File: src/sv/lsp_pkg.sv
// Shared constants, codes and controller/datapath interface types for the LIFO stack.
package lsp_pkg;

    localparam int DEPTH  = 64;
    localparam int ADDR_W = $clog2(DEPTH);
    localparam int CNT_W  = $clog2(DEPTH + 1);
    localparam int DATA_W = 32;
    localparam int MODE_W = 2;
    localparam int POS_W  = 7;
    localparam int CAP_W  = 7;
    localparam int STAT_W = 2;
    localparam int OCNT_W = 7;
    localparam int CMP_W  = (CNT_W > POS_W) ? ((CNT_W > CAP_W) ? CNT_W : CAP_W)
                                            : ((POS_W > CAP_W) ? POS_W : CAP_W);

    localparam logic [MODE_W-1:0] MODE_PUSH = 2'd0;
    localparam logic [MODE_W-1:0] MODE_POP  = 2'd1;
    localparam logic [MODE_W-1:0] MODE_PEEK = 2'd2;
    localparam logic [MODE_W-1:0] MODE_TOP  = 2'd3;

    localparam logic [STAT_W-1:0] ST_OK        = 2'd0;
    localparam logic [STAT_W-1:0] ST_OVERFLOW  = 2'd1;
    localparam logic [STAT_W-1:0] ST_UNDERFLOW = 2'd2;
    localparam logic [STAT_W-1:0] ST_BADPOS    = 2'd3;

    localparam logic [CAP_W-1:0]  CAP_RESET = 7'd64;
    localparam logic [DATA_W-1:0] FAIL_WORD = '1;

    typedef struct packed {
        logic load_in;
        logic exec;
        logic load_rd;
    } lsp_cmd_t;

    typedef struct packed {
        logic needs_read;
    } lsp_sts_t;

endpackage

File: src/sv/lifo_stack_with_peek.sv
// Top level of the LIFO stack with peek: controller plus datapath.
//
//  channel | handshake           | payload
//  --------+---------------------+------------------------------------------------
//  in      | in_valid / in_stall | mode, push_value, position
//  out     | out_valid/out_stall | read_data, status, entry_count, is_empty, is_full
//  cfg     | cfg_we              | cfg_wdata (capacity in use)
//
// Push and rejected items: the result is registered when the item executes; pop, peek
// and top reads first pass through the read state for the entry store's registered port.
// One item is held at a time; the next is taken once the held one's result has been
// loaded into the result register, and execution waits while a stalled result is held.
// Reset empties the stack and sets capacity to 64; the store itself is not cleared.
// A stalled result holds in the result register while the next item is accepted.
module lifo_stack_with_peek (
    input  logic                              clk,
    input  logic                              rst_n,
    input  logic                              in_valid,
    output logic                              in_stall,
    input  logic [lsp_pkg::MODE_W-1:0]        mode,
    input  logic signed [lsp_pkg::DATA_W-1:0] push_value,
    input  logic [lsp_pkg::POS_W-1:0]         position,
    output logic                              out_valid,
    input  logic                              out_stall,
    output logic signed [lsp_pkg::DATA_W-1:0] read_data,
    output logic [lsp_pkg::STAT_W-1:0]        status,
    output logic [lsp_pkg::OCNT_W-1:0]        entry_count,
    output logic                              is_empty,
    output logic                              is_full,
    input  logic                              cfg_we,
    input  logic [lsp_pkg::CAP_W-1:0]         cfg_wdata
);
    import lsp_pkg::*;

    lsp_cmd_t cmd;
    lsp_sts_t sts;

    lsp_ctrl u_ctrl (
        .clk      (clk),
        .rst_n    (rst_n),
        .in_valid (in_valid),
        .in_stall (in_stall),
        .out_valid(out_valid),
        .out_stall(out_stall),
        .cmd      (cmd),
        .sts      (sts)
    );

    lsp_dp u_dp (
        .clk        (clk),
        .rst_n      (rst_n),
        .cmd        (cmd),
        .sts        (sts),
        .cfg_we     (cfg_we),
        .cfg_wdata  (cfg_wdata),
        .mode       (mode),
        .push_value (push_value),
        .position   (position),
        .read_data  (read_data),
        .status     (status),
        .entry_count(entry_count),
        .is_empty   (is_empty),
        .is_full    (is_full)
    );

endmodule

File: src/sv/lsp_ram.sv
// Generic single-write, single-read RAM with registered read data.
module lsp_ram #(
    parameter int WIDTH = 32,
    parameter int DEPTH = 64
) (
    input  logic                     clk,
    input  logic                     we,
    input  logic [$clog2(DEPTH)-1:0] waddr,
    input  logic [WIDTH-1:0]         wdata,
    input  logic [$clog2(DEPTH)-1:0] raddr,
    output logic [WIDTH-1:0]         rdata
);

    logic [WIDTH-1:0] mem [DEPTH];

    always_ff @(posedge clk)
    begin
        if (we)
        begin
            mem[waddr] <= wdata;
        end
        rdata <= mem[raddr];
    end

endmodule

File: src/sv/lsp_ctrl.sv
// Controller: item hand-off, execute and read sequencing, result register valid.
module lsp_ctrl (
    input  logic              clk,
    input  logic              rst_n,
    input  logic              in_valid,
    output logic              in_stall,
    output logic              out_valid,
    input  logic              out_stall,
    output lsp_pkg::lsp_cmd_t cmd,
    input  lsp_pkg::lsp_sts_t sts
);
    import lsp_pkg::*;

    localparam logic [1:0] S_EMPTY = 2'd0;
    localparam logic [1:0] S_ITEM  = 2'd1;
    localparam logic [1:0] S_READ  = 2'd2;

    logic [1:0] state_reg;
    logic [1:0] state_next;
    logic       out_valid_reg;
    logic       out_valid_next;
    logic       out_free;
    logic       load_out;

    always_comb
    begin
        out_free   = !out_valid_reg || !out_stall;
        cmd        = '0;
        load_out   = 1'b0;
        state_next = state_reg;
        unique case (state_reg)
            S_EMPTY:
            begin
                if (in_valid)
                begin
                    cmd.load_in = 1'b1;
                    state_next  = S_ITEM;
                end
            end
            S_ITEM:
            begin
                if (out_free)
                begin
                    cmd.exec = 1'b1;
                    if (sts.needs_read)
                    begin
                        state_next = S_READ;
                    end
                    else
                    begin
                        load_out   = 1'b1;
                        state_next = S_EMPTY;
                    end
                end
            end
            S_READ:
            begin
                cmd.load_rd = 1'b1;
                load_out    = 1'b1;
                state_next  = S_EMPTY;
            end
            default:
            begin
                state_next = S_EMPTY;
            end
        endcase
        out_valid_next = load_out || (out_valid_reg && out_stall);
    end

    always_ff @(posedge clk or negedge rst_n)
    begin
        if (!rst_n)
        begin
            state_reg     <= S_EMPTY;
            out_valid_reg <= 1'b0;
        end
        else
        begin
            state_reg     <= state_next;
            out_valid_reg <= out_valid_next;
        end
    end

    assign in_stall  = (state_reg != S_EMPTY);
    assign out_valid = out_valid_reg;

    // result register must already be free while the read is in flight
    a_read_out_free: assert property (@(posedge clk) disable iff (!rst_n)
        state_reg == S_READ |-> !out_valid_reg)
        else $error("result register busy during read");

    a_accept_holds: assert property (@(posedge clk) disable iff (!rst_n)
        in_valid && !in_stall |=> state_reg == S_ITEM)
        else $error("accepted item not held");

    a_exec_gated: assert property (@(posedge clk) disable iff (!rst_n)
        cmd.exec |-> state_reg == S_ITEM && out_free)
        else $error("execute without free result register");

endmodule

File: src/sv/lsp_dp.sv
// Datapath: held item, count and capacity, bounds checks, entry store, result register.
module lsp_dp (
    input  logic                         clk,
    input  logic                         rst_n,
    input  lsp_pkg::lsp_cmd_t            cmd,
    output lsp_pkg::lsp_sts_t            sts,
    input  logic                         cfg_we,
    input  logic [lsp_pkg::CAP_W-1:0]    cfg_wdata,
    input  logic [lsp_pkg::MODE_W-1:0]   mode,
    input  logic signed [lsp_pkg::DATA_W-1:0] push_value,
    input  logic [lsp_pkg::POS_W-1:0]    position,
    output logic signed [lsp_pkg::DATA_W-1:0] read_data,
    output logic [lsp_pkg::STAT_W-1:0]   status,
    output logic [lsp_pkg::OCNT_W-1:0]   entry_count,
    output logic                         is_empty,
    output logic                         is_full
);
    import lsp_pkg::*;

    logic [MODE_W-1:0] mode_reg;
    logic [DATA_W-1:0] word_reg;
    logic [POS_W-1:0]  pos_reg;
    logic [CAP_W-1:0]  cap_reg;
    logic [CNT_W-1:0]  count_reg;
    logic [CNT_W-1:0]  count_next;
    logic [DATA_W-1:0] data_reg;
    logic [STAT_W-1:0] status_reg;
    logic [CNT_W-1:0]  rcount_reg;
    logic              empty_reg;
    logic              full_reg;

    logic [CMP_W-1:0]  cnt_w;
    logic [CMP_W-1:0]  pos_w;
    logic [CMP_W-1:0]  cap_w;
    logic [CMP_W-1:0]  eff_cap;
    logic [CMP_W-1:0]  rd_idx;
    logic [STAT_W-1:0] status_next;
    logic              ram_we;
    logic              rd_ok;
    logic [ADDR_W-1:0] raddr;
    logic [DATA_W-1:0] ram_rdata;

    always_comb
    begin
        cnt_w = CMP_W'(count_reg);
        pos_w = CMP_W'(pos_reg);
        cap_w = CMP_W'(cap_reg);
        if (cap_w == '0)
        begin
            eff_cap = CMP_W'(1);
        end
        else if (cap_w > CMP_W'(DEPTH))
        begin
            eff_cap = CMP_W'(DEPTH);
        end
        else
        begin
            eff_cap = cap_w;
        end

        status_next = ST_OK;
        count_next  = count_reg;
        ram_we      = 1'b0;
        rd_ok       = 1'b0;
        rd_idx      = cnt_w - CMP_W'(1);
        case (mode_reg)
            MODE_PUSH:
            begin
                if (cnt_w >= eff_cap)
                begin
                    status_next = ST_OVERFLOW;
                end
                else
                begin
                    ram_we     = 1'b1;
                    count_next = count_reg + CNT_W'(1);
                end
            end
            MODE_POP:
            begin
                if (count_reg == '0)
                begin
                    status_next = ST_UNDERFLOW;
                end
                else
                begin
                    rd_ok      = 1'b1;
                    count_next = count_reg - CNT_W'(1);
                end
            end
            MODE_PEEK:
            begin
                rd_idx = cnt_w - pos_w;
                if (pos_w == '0 || pos_w > cnt_w)
                begin
                    status_next = ST_BADPOS;
                end
                else
                begin
                    rd_ok = 1'b1;
                end
            end
            default:
            begin
                if (count_reg == '0)
                begin
                    status_next = ST_UNDERFLOW;
                end
                else
                begin
                    rd_ok = 1'b1;
                end
            end
        endcase
        raddr          = rd_idx[ADDR_W-1:0];
        sts.needs_read = rd_ok;
    end

    lsp_ram #(
        .WIDTH(DATA_W),
        .DEPTH(DEPTH)
    ) u_store (
        .clk  (clk),
        .we   (cmd.exec && ram_we),
        .waddr(count_reg[ADDR_W-1:0]),
        .wdata(word_reg),
        .raddr(raddr),
        .rdata(ram_rdata)
    );

    always_ff @(posedge clk or negedge rst_n)
    begin
        if (!rst_n)
        begin
            count_reg <= '0;
            cap_reg   <= CAP_RESET;
        end
        else
        begin
            if (cmd.exec)
            begin
                count_reg <= count_next;
            end
            if (cfg_we)
            begin
                cap_reg <= cfg_wdata;
            end
        end
    end

    always_ff @(posedge clk)
    begin
        if (cmd.load_in)
        begin
            mode_reg <= mode;
            word_reg <= push_value;
            pos_reg  <= position;
        end
        if (cmd.exec)
        begin
            status_reg <= status_next;
            rcount_reg <= count_next;
            empty_reg  <= (count_next == '0);
            full_reg   <= (CMP_W'(count_next) >= eff_cap);
            if (!rd_ok)
            begin
                data_reg <= FAIL_WORD;
            end
        end
        if (cmd.load_rd)
        begin
            data_reg <= ram_rdata;
        end
    end

    assign read_data   = data_reg;
    assign status      = status_reg;
    assign entry_count = OCNT_W'(rcount_reg);
    assign is_empty    = empty_reg;
    assign is_full     = full_reg;

    a_count_bound: assert property (@(posedge clk) disable iff (!rst_n)
        CMP_W'(count_reg) <= CMP_W'(DEPTH))
        else $error("count beyond depth");

    a_push_inc: assert property (@(posedge clk) disable iff (!rst_n)
        cmd.exec && ram_we |=> count_reg == $past(count_reg) + CNT_W'(1))
        else $error("push did not advance count");

    a_reject_keeps: assert property (@(posedge clk) disable iff (!rst_n)
        cmd.exec && status_next != ST_OK |=> $stable(count_reg))
        else $error("rejected item changed count");

endmodule

File: config.mk
export PLATFORM = sky130hd
export DESIGN_NAME = lifo_stack_with_peek
export DESIGN_NICKNAME = d
export VERILOG_FILES = /design/src/sv/lsp_pkg.sv /design/src/sv/lifo_stack_with_peek.sv /design/src/sv/lsp_ram.sv /design/src/sv/lsp_ctrl.sv /design/src/sv/lsp_dp.sv
export SDC_FILE = /design/constraint.sdc
export NUM_CORES = 2
export LEC_CHECK = 0
export BUFFER_PORTS_ARGS = -buffer_cell sky130_fd_sc_hd__buf_2
export CORE_MARGIN = 4
export CORE_UTILIZATION = 41
export DETAILED_ROUTE_END_ITERATION = 6
export PLACE_DENSITY = 0.57
export SLEW_MARGIN = 20
export SYNTH_ARGS = -nofsm -noshare
export SYNTH_HDL_FRONTEND = slang
export SYNTH_HIERARCHICAL = 1
export SYNTH_SLANG_ARGS = --single-unit
File: constraint.sdc
create_clock -name clk -period 5.1 [get_ports clk]
set_clock_uncertainty 0.05 [all_clocks]
set_input_delay 0.51 -clock clk [delete_from_list [all_inputs] [get_ports clk]]
set_output_delay 0.51 -clock clk [all_outputs]
set_load 0.1 [all_outputs]
==> metrics <==
Placed Cells=6,481; Yosys Warn Count=6; routed len/inst=30.3 um; CP Max Fanout=26; initial antenna violation count=3; Async SR Flop Fraction=0.779%; io pins=98; critical path class=flip-flop to flip-flop; Routed Antenna Nets=0; fmax=228 MHz; TritonCTS clock tree=built; Max-slew headroom=35.4%; post-synth top area share=76.8%; area grow syn2layout=15.7%; Clk Latency, worst-skew pair=850 ps; nets@finish=4,169; commonest cells in the synthesized netlist=edfxtp_1 (2,132), mux4_2 (544), nor2_1 (149); worst path cell trace=nor3_1, a21oi_1, nor2_1, ha_1, nor2b_1, o21a_1, o21ai_0, nor2_1, nor2b_1, nand2_1, nor2_4, buf_4; Pleak=0.0302 uW; top area cells in the synthesized netlist=edfxtp_1 (77%), mux4_2 (15%), mux2i_1 (1.1%); via count=39,800; CP max-delay cell=nand2_1; Die H=459 um; syn nets=3,776; status=finished, final reports clean; die width=459 um; Area after DPL=88,900 um^2; worst hold slack=92.8 ps; fin cells=6,948; worst stage delay on the critical path=540 ps; cells after synthesis=3,692; number of buffers created by CTS=215; number of synthesized register bits=2,181; port bufs=97; Post-Synth XOR/XNOR Area=0.105%; most frequently used flop master after synthesis=edfxtp_1; Synth Area in Simple Gates=1.94%; Tot GR Track Use=20.0%; Post-Synthesis Mean Instance Area=22.6 um^2; Worst Hold Class=input port to asynchronous set/reset pin; Tmin final=4380 ps; post-DR vias/cell=5.72; r2r setup slk=720 ps; first-pass GRT wire length=303,000 um; PD cells=635 nW/um^2; GR Overflow Total=0; Post-synth EDFFs=2,132; most frequent cell after synthesis=edfxtp_1; startpoint of the worst register-to-register path=u_dp/cap_reg[2]; Peak VDD IR=599 uV; compound-gate portion of the synthesized area=2.14%; adder-cell share of the synthesized area=0.474%; core area=202,000 um^2; Post-CTS Setup Bufs=0; Final setup viols=0; largest family of logic cells by synthesized area=multiplexers; synthesized cell area=83,300 um^2; std cell rows=165; H-tree levels=4; Starting Density=41.2%; setup TNS=0 ps; Setup crit end kind=flip-flop; CP Launch Type=flip-flop; Seq/Total Area, Yosys=78.1%; Final HPWL DP=123,000 um; TritonCTS Sinks=2,181; slew at the pin closest to its max-slew limit=965 ps; Worst EP arrival=4800 ps; layout cells sized above 1=29.7%; CP required=5510 ps; Iter 0 DRT Violations=4,214; FF-to-FF End=u_dp/u_store/mem[28][25]; multiplexer area fraction after synthesis=16.0%; largest net degree at the start of global routing=78; vias in the first global route=40,700; Root Buffer=clkbuf_16; Final period util=85.9%; fillcell total=16,300; Final Hold Viols=0; Pre-antenna DRT Iters=5; unrepaired setup endpoints after global routing=false; Synth area leader=edfxtp_1; residual DRC count=0; Die Area=211,000 um^2; Clk pin slew, worst setup/hold paths=60 ps; Max-Cap Viols=0; fin area=96,400 um^2; r2r worst-path depth=12; Most flops, register=u_dp/u_store/mem; Final Max Tran Viols=0; Unique masters post-synth=76; DRT Wirelength=210,000 um; max FFs per register=2,048; Final GP Congestion=0.841; Clock Path Buffers=3
## routing by layer
layer | wire length [um] | GRT usage, %
met1 | 90100 | 28.9
met2 | 102000 | 32.1
met3 | 13400 | 3.03
met4 | 5240 | 5.46
met5 | 0 | 0
## metrics by stage
| stage | power [uW] | worst slack, ps | utilization (%) |
|---|---|---|---|
| 2_1_floorplan | 37400 | 741 | - |
| 3_3_place_gp | 46400 | 737 | 43.9 |
| 3_5_place_dp | 46400 | 680 | 44.0 |
| 4_1_cts | 62000 | 674 | 47.7 |
| 5_1_grt | 63700 | 495 | 47.7 |
| 6_report | 61200 | 717 | 47.7 |
## placed cells by master, fill, tap and decap left out, types with 6 or more instances in the layout
cell / n
edfxtp_1: 2132
mux4_2: 544
clkbuf_16: 216
buf_4: 178
buf_2: 97
mux2i_1: 93
nor2_1: 87
o22ai_1: 85
a21oi_1: 74
nor2_4: 62
dlygate4sd3_1: 59
clkinv_1: 58
nand2_1: 49
clkinv_2: 47
nand2b_1: 40
clkbuf_1: 38
buf_12: 34
dfxtp_1: 32
ha_1: 29
o221ai_1: 27
inv_1: 25
bufinv_16: 18
nor2b_1: 18
dfrtp_1: 16
o21ai_0: 16
a22oi_1: 12
clkbuf_8: 11
nor3_1: 11
mux2_2: 9
inv_6: 8
a311oi_1: 8
nand3_1: 7
xnor2_1: 7
and2_1: 6
nand3b_1: 6
o32ai_1: 6
## power by group
group	leakage, uW	internal (uW)	switching [uW]
Sequential	0.0196	21100	286
Clock	0.00342	8850	6700
Combinational	0.00724	10100	14300
## repair_timing
action,4_1_cts,5_1_grt
gates resized for setup,0,0
hold buffers,59,0
endpoints found under the hold margin,67,0
## cell families after synthesis
logic type | Yosys count
flip-flops | 2181
multiplexers | 649
AND/OR/NAND/NOR | 330
AO/OA/AOI/OAI | 269
buffers and inverters | 222
adder cells (fa/ha/maj) | 31
XOR/XNOR | 10
## critical path: cells and delay by family (launching register included)
kind | cells | cell delay [ps]
DFF | 1 | 390
buffers and inverters | 1 | 540
AOI/OAI and AO/OA | 3 | 510
and+or+nand+nor | 7 | 2240
adders and majority gates | 1 | 250
## worst max-delay path by stage
stage,startpoint,endpoint,depth (start not counted)
final,u_dp/cap_reg[2],u_dp/u_store/mem[28][25],12
after global routing,u_dp/cap_reg[2],u_dp/u_store/mem[28][16],12
after CTS,u_dp/pos_reg[1],u_dp/u_store/rdata[28],13
after detailed placement,u_dp/pos_reg[1],u_dp/u_store/rdata[28],13
after global placement,u_dp/pos_reg[1],u_dp/u_store/rdata[28],13
after floorplan,u_ctrl/out_valid,u_dp/u_store/mem[62][0],8
## area by class of cell
type / count / area, um^2 / area share, %
antenna: 2 / 5.00 / 0.00519
inverter: 28 / 105 / 0.109
sequential: 2181 / 65100 / 67.5
clock buffer: 265 / 5700 / 5.91
tap: 2672 / 3340 / 3.47
multi-input combinational: 1289 / 17800 / 18.5
clock inverter: 141 / 1240 / 1.29
timing repair buffer: 370 / 3120 / 3.24
No activity file was read; power rests on OpenSTA's default activity.
